## src/rtl/r2y420_pkg.sv

```systemverilog
// Shared constants for the RGB to YUV 4:2:0 planar converter.
// Used by r2y420_csc and rgb_to_yuv420_planar; no dependencies.
`timescale 1ns / 1ps
`default_nettype none

package r2y420_pkg;

  // field and register widths
  localparam int unsigned COMP_W  = 8;
  localparam int unsigned IDX_W   = 24;
  localparam int unsigned CIDX_W  = 22;
  localparam int unsigned CFG_W   = 13;
  localparam int unsigned CFG_IDX_W = 1;

  // register indexes
  localparam logic [CFG_IDX_W-1:0] REG_FRAME_WIDTH  = 1'b0;
  localparam logic [CFG_IDX_W-1:0] REG_FRAME_HEIGHT = 1'b1;

  // frame geometry defaults
  localparam int unsigned DEF_MAX_WIDTH  = 4096;
  localparam int unsigned DEF_MAX_HEIGHT = 4096;
  localparam int unsigned RST_WIDTH      = 640;
  localparam int unsigned RST_HEIGHT     = 480;
  localparam int unsigned MIN_WIDTH      = 2;

  // chroma planes
  localparam logic PLANE_CB = 1'b0;
  localparam logic PLANE_CR = 1'b1;

  // BT.601 studio-range coefficients (8 fractional bits)
  localparam int unsigned Y_R = 66;
  localparam int unsigned Y_G = 129;
  localparam int unsigned Y_B = 25;
  localparam int unsigned Y_OFS = 16;
  localparam int unsigned RND = 128;
  // chroma: offset 128 folded in as 128 << 8, negative terms by magnitude
  localparam int unsigned C_BIAS  = 32768;
  localparam int unsigned CB_R_NEG = 38;
  localparam int unsigned CB_G_NEG = 74;
  localparam int unsigned CB_B     = 112;
  localparam int unsigned CR_R     = 112;
  localparam int unsigned CR_G_NEG = 94;
  localparam int unsigned CR_B_NEG = 18;

endpackage

`default_nettype wire

```

## src/rtl/r2y420_csc.sv

```systemverilog
// Color space conversion: one RGB pixel to luma and one chroma sample.
// Pure combinational; depends on r2y420_pkg.
`timescale 1ns / 1ps
`default_nettype none

module r2y420_csc (
  input  wire logic [r2y420_pkg::COMP_W-1:0] red_i,
  input  wire logic [r2y420_pkg::COMP_W-1:0] green_i,
  input  wire logic [r2y420_pkg::COMP_W-1:0] blue_i,
  input  wire logic                          plane_i,
  output logic      [r2y420_pkg::COMP_W-1:0] luma_o,
  output logic      [r2y420_pkg::COMP_W-1:0] chroma_o
);

  logic [15:0] y_sum;
  logic [16:0] cb_sum;
  logic [16:0] cr_sum;

  // max 56228, fits 16 bits
  assign y_sum = 16'(r2y420_pkg::Y_R * red_i) + 16'(r2y420_pkg::Y_G * green_i)
               + 16'(r2y420_pkg::Y_B * blue_i) + 16'(r2y420_pkg::RND);
  assign luma_o = y_sum[15:8] + 8'(r2y420_pkg::Y_OFS);

  // biased sums land in 0..65535; modular 17-bit math is exact there
  assign cb_sum = 17'(r2y420_pkg::CB_B * blue_i)
                + 17'(r2y420_pkg::RND + r2y420_pkg::C_BIAS)
                - 17'(r2y420_pkg::CB_R_NEG * red_i)
                - 17'(r2y420_pkg::CB_G_NEG * green_i);
  assign cr_sum = 17'(r2y420_pkg::CR_R * red_i)
                + 17'(r2y420_pkg::RND + r2y420_pkg::C_BIAS)
                - 17'(r2y420_pkg::CR_G_NEG * green_i)
                - 17'(r2y420_pkg::CR_B_NEG * blue_i);

  assign chroma_o = (plane_i == r2y420_pkg::PLANE_CR) ? cr_sum[15:8] : cb_sum[15:8];

endmodule

`default_nettype wire

```

## src/rtl/rgb_to_yuv420_planar.sv

```systemverilog
// RGB to YUV 4:2:0 planar converter, top level.
// Depends on r2y420_pkg and r2y420_csc.
//
// Usage:
//   Input channel (in_valid_i/in_ready_o) takes one RGB word per cycle in
//   raster order. Output channel (out_valid_o/out_ready_i) gives one word per
//   pixel: luma and its plane index, plus a Cb sample on even rows or a Cr
//   sample on odd rows at even columns, and frame_last on the final pixel.
//   Output valid rises in the cycle after input accept. The converter takes
//   one pixel per clock unless the receiver stalls; the conversion math is
//   combinational between the input port and the output register.
//   The output register is the only buffer: a new word is accepted while the
//   held one is taken in the same cycle. When the receiver stalls, the
//   result holds and in_ready_o drops until it is taken.
//   Reset clears the column, row and index counters and loads 640x480.
//   A write to frame_width or frame_height clamps to the supported range and
//   restarts the frame; only write while idle, the block does not enforce it.
`timescale 1ns / 1ps
`default_nettype none

module rgb_to_yuv420_planar #(
  parameter int unsigned MAX_WIDTH  = r2y420_pkg::DEF_MAX_WIDTH,
  parameter int unsigned MAX_HEIGHT = r2y420_pkg::DEF_MAX_HEIGHT
) (
  input  wire logic                             clk_i,
  input  wire logic                             rst_ni,
  // configuration
  input  wire logic                             cfg_we_i,
  input  wire logic [r2y420_pkg::CFG_IDX_W-1:0] cfg_idx_i,
  input  wire logic [r2y420_pkg::CFG_W-1:0]     cfg_data_i,
  // pixel input
  input  wire logic                             in_valid_i,
  output logic                                  in_ready_o,
  input  wire logic [r2y420_pkg::COMP_W-1:0]    red_i,
  input  wire logic [r2y420_pkg::COMP_W-1:0]    green_i,
  input  wire logic [r2y420_pkg::COMP_W-1:0]    blue_i,
  // sample output
  output logic                                  out_valid_o,
  input  wire logic                             out_ready_i,
  output logic      [r2y420_pkg::COMP_W-1:0]    luma_o,
  output logic      [r2y420_pkg::IDX_W-1:0]     luma_index_o,
  output logic                                  chroma_valid_o,
  output logic                                  chroma_plane_o,
  output logic      [r2y420_pkg::COMP_W-1:0]    chroma_value_o,
  output logic      [r2y420_pkg::CIDX_W-1:0]    chroma_index_o,
  output logic                                  frame_last_o
);

  localparam int unsigned COL_W = $clog2(MAX_WIDTH);
  localparam int unsigned ROW_W = (MAX_HEIGHT > 1) ? $clog2(MAX_HEIGHT) : 1;
  localparam int unsigned WW    = $clog2(MAX_WIDTH + 1);
  localparam int unsigned HW    = $clog2(MAX_HEIGHT + 1);
  localparam int unsigned HALF_W = WW - 1;
  localparam int unsigned CMP_W = r2y420_pkg::CFG_W + 1;

  localparam logic [WW-1:0] W_RST = WW'((r2y420_pkg::RST_WIDTH > MAX_WIDTH) ?
                                        MAX_WIDTH : r2y420_pkg::RST_WIDTH);
  localparam logic [HW-1:0] H_RST = HW'((r2y420_pkg::RST_HEIGHT > MAX_HEIGHT) ?
                                        MAX_HEIGHT : r2y420_pkg::RST_HEIGHT);

  // clamped geometry
  logic [WW-1:0] width_q, width_d;
  logic [HW-1:0] height_q, height_d;
  logic          restart;

  // position state
  logic [COL_W-1:0]              col_q, col_d;
  logic [ROW_W-1:0]              row_q, row_d;
  logic [r2y420_pkg::IDX_W-1:0]  pix_q, pix_d;
  logic [r2y420_pkg::CIDX_W-1:0] cbase_q, cbase_d;  // half * (row / 2)

  // output register
  logic                          out_valid_q;
  logic [r2y420_pkg::COMP_W-1:0] luma_q;
  logic [r2y420_pkg::IDX_W-1:0]  luma_index_q;
  logic                          chroma_valid_q;
  logic                          chroma_plane_q;
  logic [r2y420_pkg::COMP_W-1:0] chroma_value_q;
  logic [r2y420_pkg::CIDX_W-1:0] chroma_index_q;
  logic                          frame_last_q;

  logic                          in_fire;
  logic [HALF_W-1:0]             half;
  logic [HALF_W-1:0]             hcol;
  logic [HALF_W-1:0]             hcol_fold;
  logic                          row_end;
  logic                          last;
  logic                          cvalid;
  logic [r2y420_pkg::COMP_W-1:0] luma_c;
  logic [r2y420_pkg::COMP_W-1:0] chroma_c;

  assign in_ready_o = !out_valid_q || out_ready_i;
  assign in_fire    = in_valid_i && in_ready_o;

  // ---------------- configuration ----------------
  always_comb begin
    width_d  = width_q;
    height_d = height_q;
    restart  = 1'b0;
    if (cfg_we_i) begin
      case (cfg_idx_i)
        r2y420_pkg::REG_FRAME_WIDTH: begin
          restart = 1'b1;
          if (cfg_data_i < r2y420_pkg::CFG_W'(r2y420_pkg::MIN_WIDTH)) begin
            width_d = WW'(r2y420_pkg::MIN_WIDTH);
          end else if ({1'b0, cfg_data_i} > CMP_W'(MAX_WIDTH)) begin
            width_d = WW'(MAX_WIDTH);
          end else begin
            width_d = WW'(cfg_data_i);
          end
        end
        r2y420_pkg::REG_FRAME_HEIGHT: begin
          restart = 1'b1;
          if (cfg_data_i == '0) begin
            height_d = HW'(1);
          end else if ({1'b0, cfg_data_i} > CMP_W'(MAX_HEIGHT)) begin
            height_d = HW'(MAX_HEIGHT);
          end else begin
            height_d = HW'(cfg_data_i);
          end
        end
        default: begin
          restart = 1'b0;
        end
      endcase
    end
  end

  always_ff @(posedge clk_i or negedge rst_ni) begin
    if (!rst_ni) begin
      width_q  <= W_RST;
      height_q <= H_RST;
    end else begin
      width_q  <= width_d;
      height_q <= height_d;
    end
  end

  // ---------------- position tracking ----------------
  assign half      = width_q[WW-1:1];
  assign hcol      = HALF_W'(col_q >> 1);
  // odd width: last column folds onto chroma index 0
  assign hcol_fold = (hcol == half) ? '0 : hcol;
  assign row_end   = (WW'(col_q) + WW'(1)) >= width_q;
  assign last      = row_end && ((HW'(row_q) + HW'(1)) >= height_q);
  assign cvalid    = !col_q[0];

  always_comb begin
    col_d   = col_q;
    row_d   = row_q;
    pix_d   = pix_q;
    cbase_d = cbase_q;
    if (restart) begin
      col_d   = '0;
      row_d   = '0;
      pix_d   = '0;
      cbase_d = '0;
    end else if (in_fire) begin
      if (last) begin
        col_d   = '0;
        row_d   = '0;
        pix_d   = '0;
        cbase_d = '0;
      end else if (row_end) begin
        col_d = '0;
        row_d = row_q + ROW_W'(1);
        pix_d = pix_q + r2y420_pkg::IDX_W'(1);
        // leaving an odd row starts the next chroma row
        if (row_q[0]) begin
          cbase_d = cbase_q + r2y420_pkg::CIDX_W'(half);
        end
      end else begin
        col_d = col_q + COL_W'(1);
        pix_d = pix_q + r2y420_pkg::IDX_W'(1);
      end
    end
  end

  always_ff @(posedge clk_i or negedge rst_ni) begin
    if (!rst_ni) begin
      col_q   <= '0;
      row_q   <= '0;
      pix_q   <= '0;
      cbase_q <= '0;
    end else begin
      col_q   <= col_d;
      row_q   <= row_d;
      pix_q   <= pix_d;
      cbase_q <= cbase_d;
    end
  end

  // ---------------- conversion ----------------
  r2y420_csc u_csc (
    .red_i    (red_i),
    .green_i  (green_i),
    .blue_i   (blue_i),
    .plane_i  (row_q[0]),
    .luma_o   (luma_c),
    .chroma_o (chroma_c)
  );

  // ---------------- output register ----------------
  always_ff @(posedge clk_i or negedge rst_ni) begin
    if (!rst_ni) begin
      out_valid_q <= 1'b0;
    end else if (in_ready_o) begin
      out_valid_q <= in_fire;
    end
  end

  always_ff @(posedge clk_i) begin
    if (in_fire) begin
      luma_q         <= luma_c;
      luma_index_q   <= pix_q;
      chroma_valid_q <= cvalid;
      chroma_plane_q <= cvalid ? row_q[0] : r2y420_pkg::PLANE_CB;
      chroma_value_q <= cvalid ? chroma_c : '0;
      chroma_index_q <= cvalid ? (cbase_q + r2y420_pkg::CIDX_W'(hcol_fold)) : '0;
      frame_last_q   <= last;
    end
  end

  assign out_valid_o    = out_valid_q;
  assign luma_o         = luma_q;
  assign luma_index_o   = luma_index_q;
  assign chroma_valid_o = chroma_valid_q;
  assign chroma_plane_o = chroma_plane_q;
  assign chroma_value_o = chroma_value_q;
  assign chroma_index_o = chroma_index_q;
  assign frame_last_o   = frame_last_q;

endmodule

`default_nettype wire
```

## config.mk

```make
export PLATFORM = sky130hd
export DESIGN_NAME = rgb_to_yuv420_planar
export DESIGN_NICKNAME = d
export VERILOG_FILES = /design/src/rtl/r2y420_pkg.sv /design/src/rtl/r2y420_csc.sv /design/src/rtl/rgb_to_yuv420_planar.sv
export SDC_FILE = /design/constraint.sdc
export NUM_CORES = 1
export LEC_CHECK = 0
export ABC_CLOCK_PERIOD_IN_PS = 4330
export BUFFER_PORTS_ARGS = -buffer_cell sky130_fd_sc_hd__buf_4
export CORE_ASPECT_RATIO = 0.5
export CORE_MARGIN = 4
export CORE_UTILIZATION = 63
export CTS_CLUSTER_DIAMETER = 80
export DETAILED_ROUTE_END_ITERATION = 8
export PLACE_DENSITY_LB_ADDON = 0.05
export REMOVE_ABC_BUFFERS = 1
export SLEW_MARGIN = 10
export SYNTH_ARGS = -nofsm -noshare
export SYNTH_HDL_FRONTEND = slang
export SYNTH_HIERARCHICAL = 1
export SYNTH_SLANG_ARGS = --single-unit
```

## constraint.sdc

```tcl
create_clock -name clk_i -period 4.33 [get_ports clk_i]
set_input_delay 1.0825 -clock clk_i [delete_from_list [all_inputs] [get_ports clk_i]]
set_output_delay 1.0825 -clock clk_i [all_outputs]
set_load 0.01 [all_outputs]
```

[Word-level counts from Yosys, hierarchy flattened]
Index checks and enable logic that the tools add are counted.
Storage, ports and cells
  register bits: 162
  memory bits (read-only): 0
  memory bits (writable): 0
  latch bits: 0
  memories kept: 0
  logic and storage cells: 81
  input port bits: 43
Cells by class
  divide/modulo/power cells: 0
  $add $sub $neg: 17
  equality and inequality tests: 1
  bitwise operators: 1
  multiplexer cells: 22
  shift operators: 0
  multipliers: 9
  reduce and logical (&&, ||, !) cells: 13
  $lt $le $gt $ge: 4
Operators by type and width (number)
  $mux W22: 5
  $mux W12: 8
  $mux W24: 3
  $mul A6 B8 Y14 const A: 3
  $mux W13: 3
  $add A15 B16 Y16 const B: 2
  $sub A16 B15 Y16: 2
  $add A12 B1 Y13 const B: 2
  $ge A13 B13 Y1: 2
  $mul A5 B8 Y13 const A: 2
  $add A12 B1 Y12 const B: 2
  $add A24 B1 Y24 const B: 1
  $add A22 B11 Y22: 1
  $add A22 B12 Y22: 1
  $mul A3 B8 Y11 const A: 2
  $add A15 B16 Y16: 1
  $add A16 B13 Y16: 1
  $add A16 B8 Y16 const B: 1
  $mul A8 B8 Y16 const A: 1
  $sub A16 B13 Y16: 1
  $sub A16 B14 Y16: 1
  $gt A13 B13 Y1 const B: 1
  $logic_not A13 Y1: 1
  $lt A13 B2 Y1 const B: 1
  14 further kinds: 19

[Logic depth before layout (Yosys ltp)]
  depth in word-level cells: 6
  depth in mapped cells: 26
  gate-level depth less buffers: 26

[By module]
Netlist, hierarchy kept.
By module, submodules not included
  rgb_to_yuv420_planar: instances 1, cells an instance 875, seq. area each 4386.7 sq um, area each 8929.8 sq um
  r2y420_csc: instances 1, cells an instance 808, seq. area each 0.0 sq um, area each 7290.7 sq um

[Worst setup path after synthesis]
OpenSTA, ideal clock, no wires.
  kind: input port to flip-flop
  start: input port red_i[2] in the netlist's numbering
  end: register luma_q, in the netlist luma_o[6], data pin
  data required time: 4069 ps
  stages: 22
  slack: -2302 ps
  data arrival time: 6371 ps
  cells stage by stage: ha_1 -> ha_1 -> ha_1 -> fa_1 -> xor2_1 -> ha_1 -> inv_1 -> fa_1 -> inv_1 -> fa_1 -> fa_1 -> ha_1 -> ha_1 -> and3_4 -> a22o_2 -> a311oi_4 -> o21bai_1 -> a21oi_1 -> xnor2_1 -> ha_1 -> xnor2_1 -> xnor2_1
On the way
  longest elaborated chain between the ends: 5
Ends and longest elaborated chain
  start, declared: RTL line rgb_to_yuv420_planar.sv:34  | input wire logic [r2y420_pkg::COMP_W-1:0] red_i,
  $mul A6 B8 Y14: RTL line r2y420_csc.sv:20  | assign y_sum = 16'(r2y420_pkg::Y_R * red_i) + 16'(r2y420_pkg::Y_G * green_i)
  $add A15 B16 Y16: RTL line r2y420_csc.sv:20
  $add A16 B13 Y16: RTL line r2y420_csc.sv:21  | + 16'(r2y420_pkg::Y_B * blue_i) + 16'(r2y420_pkg::RND);
  $add A16 B8 Y16: RTL line r2y420_csc.sv:21
  $add A8 B5 Y8: RTL line r2y420_csc.sv:22  | assign luma_o = y_sum[15:8] + 8'(r2y420_pkg::Y_OFS);
  via luma_c, one bit: RTL line rgb_to_yuv420_planar.sv:89  | logic [r2y420_pkg::COMP_W-1:0] luma_c;
  end signal, assigned: RTL line rgb_to_yuv420_planar.sv:214  | luma_q <= luma_c;
  end, declared: RTL line rgb_to_yuv420_planar.sv:74  | logic [r2y420_pkg::COMP_W-1:0] luma_q;
The timed path passes the listed nets, and every way through them passes these cells.
A chain may end at the register's enable or synchronous reset.

[Final worst setup path]
Ends and elaborated chain as after synthesis.

==> impl_metrics.env <==
export IMPL_outcome="finished, violations left"
export IMPL_violations="setup timing"
export IMPL_pin_count=110
export IMPL_initialDrtViolationCount=1241
export IMPL_critPathKind="primary input to flip-flop"
export IMPL_htreeDepth=4
export IMPL_worstMarginPinSlew_ns=1.020
export IMPL_yosysTopAreaCell="ha_1"
export IMPL_yosysSeqAreaShare=0.2704
export IMPL_antenna_cells=0
export IMPL_start_kind="primary input"
export IMPL_synth_edf_count=65
export IMPL_synth_compound_area_frac=0.1517
export IMPL_antenna_found_initial=0
export IMPL_r2r_start="col_q[3]"
export IMPL_grt_usage=0.3088
export IMPL_skew_ns=0.01720
export IMPL_grt_pass1_vias=14319
export IMPL_ant_nets=0
export IMPL_ir_worst_vdd_v=0.001191
export IMPL_syn_avg_cell_area_um2=9.638
export IMPL_die_y_um=121.5
export IMPL_dp_hpwl_um=32320
export IMPL_drc=0
export IMPL_clk_pin_slew_worst_paths_ns=0.07
export IMPL_drive_gt1_frac=0.2599
export IMPL_cts_root_buffer_cell="clkbuf_16"
export IMPL_die_area_um2=28530
export IMPL_initial_utilization=0.6414
export IMPL_chipWidth_um=234.9
export IMPL_fin_util=0.8143
export IMPL_synthAdderAreaFrac=0.3251
export IMPL_relSlewSlack=0.3197
export IMPL_holdPathEnd="height_q[8]"
export IMPL_leakagePower_uw=0.009960
export IMPL_crit_slowest_cell="fa_1"
export IMPL_cts_tree="done"
export IMPL_finalHoldViolations=0
export IMPL_cp_max_fo=2
export IMPL_crit_path_frequent_cell="ha_4"
export IMPL_syn_to_final_growth_pct=26.96
export IMPL_synthArstFlopShare=0.5988
export IMPL_multiInputGateArea_um2=11830
export IMPL_core_area_um2=25290
export IMPL_placed_area_um2=18660
export IMPL_hold_path_class="flip-flop to flip-flop"
export IMPL_port_buffers=109
export IMPL_overflow=0
export IMPL_reg2reg_slack_ns=0.19
export IMPL_layout_setup_ws_ns=-1.746
export IMPL_setup_viol=16
export IMPL_clockBufferDepth=2
export IMPL_synth_xor_area_share=0.06048
export IMPL_numCtsBuffers=17
export IMPL_fmax_mhz=164.6
export IMPL_worstHoldPathCells=2
export IMPL_synthCells=1683
export IMPL_worst_path_stages=23
export IMPL_critPathBufInv=3
export IMPL_crit_family="adder cells"
export IMPL_layout_common_cells="buf_4 (285), ha_1 (227), inv_1 (211)"
export IMPL_path_cells="buf_8 > ha_4 > ha_4 > ha_4 > fa_2 > xor2_1 > ha_1 > inv_1 > fa_1 > inv_1 > fa_1 > fa_1 > ha_4 > ha_4 > and3_4 > a22o_4 > a311oi_4 > o21bai_1 > a21oi_2 > xnor2_2 > ha_4 > xnor2_2 > xnor2_1"
export IMPL_synth_top_cells_by_area="ha_1 (22%), dfrtp_1 (14%), edfxtp_1 (12%), fa_1 (11%), inv_1 (5.4%)"
export IMPL_drv_cap=0
export IMPL_slew_viol_final=0
export IMPL_final_common_cell="buf_4"
export IMPL_gp_congestion=0.9655
export IMPL_fill_cells=1499
export IMPL_rsz0062_at_grt="true"
export IMPL_yosys_mux_area_fraction=0.006402
export IMPL_whs_ns=0.4858
export IMPL_wl_per_cell_um=20.42
export IMPL_fin_area_um2=20590
export IMPL_powerDensity_nw_per_um2=728.7
export IMPL_r2r_end="pix_q[8]"
export IMPL_ys_seq_elements=162
export IMPL_slowest_delay_ns=0.52
export IMPL_cts_sinks=162
export IMPL_period_share=1.403
export IMPL_synth_area_um2=16220
export IMPL_worst_ep_required_time_ns=4.50
export IMPL_synth_top_cell_area_share=0.2152
export IMPL_via_count=14216
export IMPL_vias_per_cell=6.093
export IMPL_ff_latch_area_um2=4387
export IMPL_wl_um=47640
export IMPL_cp_end_kind="flip-flop"
export IMPL_grt_max_degree=56
export IMPL_clk_insertion_delay_late_ns=0.44
export IMPL_ff2ff_path_depth=14
export IMPL_min_from="height_q[8]"
export IMPL_synth_ff_type="dfrtp_1"
export IMPL_yosys_warnings=6
export IMPL_rows=41
export IMPL_fin_crit_ns=6.076
export IMPL_final_nets=2387
export IMPL_synth_distinct_cells=78
export IMPL_synth_top_family_by_area="adder cells"
export IMPL_worstPathArrival_ns=6.25
export IMPL_grt_pass1_wl_um=71320
export IMPL_drtPass1Iterations=5
export IMPL_yosys_area_share_simple=0.1209
## per-stage QoR
stage	setup slack (ns)	std cells	power [uW]	TNS, ns
global route	-1.876	2333	15930	-22.95
finish	-1.746	2333	15010	-21.22
global placement	-2.431	2280	9647	-32.50
detailed placement	-2.581	2280	9989	-34.41
CTS	-1.681	2322	13690	-18.83
floorplan	-2.302	1645	6828	-28.44
## Yosys cell counts, types with 10 or more instances
library cell    n
edfxtp_1       65
nor2_1         73
o21ai_0        86
a21o_1         29
ha_1          279
a31oi_1        25
a22o_1         28
nor2b_1        22
a21oi_1       106
nand4_1        17
fa_1           89
o31ai_1        10
xor2_1         57
nand2b_1       23
nand2_1        96
xnor2_1        55
dfrtp_1        91
clkbuf_1       29
and3_1         24
inv_1         234
o211ai_1       10
o21a_1         12
nor3_1         19
and2_1         19
nand3_1        37
## cell type report
| class | count | share of cell area |
|---|---|---|
| Clock buffer | 17 | 0.02066 |
| Clock inverter | 15 | 0.006987 |
| Inverter | 235 | 0.04326 |
| Multi-Input combinational cell | 1248 | 0.5746 |
| Sequential cell | 162 | 0.2130 |
| Tap cell | 344 | 0.02090 |
| Timing Repair Buffer | 312 | 0.1205 |
## report_power, final
| group | switching (uW) | total [uW] | internal [uW] |
|---|---|---|---|
| clock network | 691 | 1500 | 807 |
| registers | 70.5 | 1980 | 1900 |
| logic | 5590 | 11500 | 5940 |
| total | 6350 | 15000 | 8650 |
## state kept, by name, indices dropped and copies added, names as in the netlist
name,cells
chroma_valid_o,1
pix_q,24
luma_index_o,24
luma_o,8
chroma_index_o,22
out_valid_o,1
height_q,13
col_q,12
chroma_plane_o,1
row_q,12
cbase_q,22
frame_last_o,1
chroma_value_o,8
width_q,13
## how the worst max path moves through the flow
| stage | to | start |
|---|---|---|
| 6_report | luma_o[6] | red_i[2] |
| 5_1_grt | luma_o[6] | red_i[2] |
| 4_1_cts | luma_o[6] | red_i[7] |
| 3_5_place_dp | luma_o[6] | red_i[2] |
| 3_3_place_gp | luma_o[6] | red_i[2] |
| 2_1_floorplan | luma_o[6] | red_i[2] |
## logic make-up (layout without fill, tap and decap cells)
kind of cell	after synthesis	count (layout)
adders and majority gates	368	368
muxes	10	10
buffers and inverters	273	579
and+or+nand+nor	382	382
AOI/OAI and AO/OA	376	376
xor gates and xnor gates	112	112
DFF	162	162
## routing by layer
metal  vias to the layer above  track usage  wire length, um
met3                       175      0.04473             2896
met4                         0       0.1150             2295
li1                       6470            -                -
met1                      6941       0.3845            18900
met2                       630       0.5529            23550
met5                         -            0                0
## worst min-delay path: stages, from the launching register on
cell	delay [ns]
dfstp_2	0.37
nand2_1	0.04
o21ai_0	0.07
## timing repair
| action | 4_1_cts | 5_1_grt |
|---|---|---|
| gates cloned | 0 | 0 |
| pin swaps | 111 | 72 |
| setup endpoints to repair | 16 | 30 |
| hold buffers | 0 | 0 |
| setup buffers | 12 | 18 |
| gates resized for setup | 155 | 57 |
No activity file was read; power rests on OpenSTA's default activity.
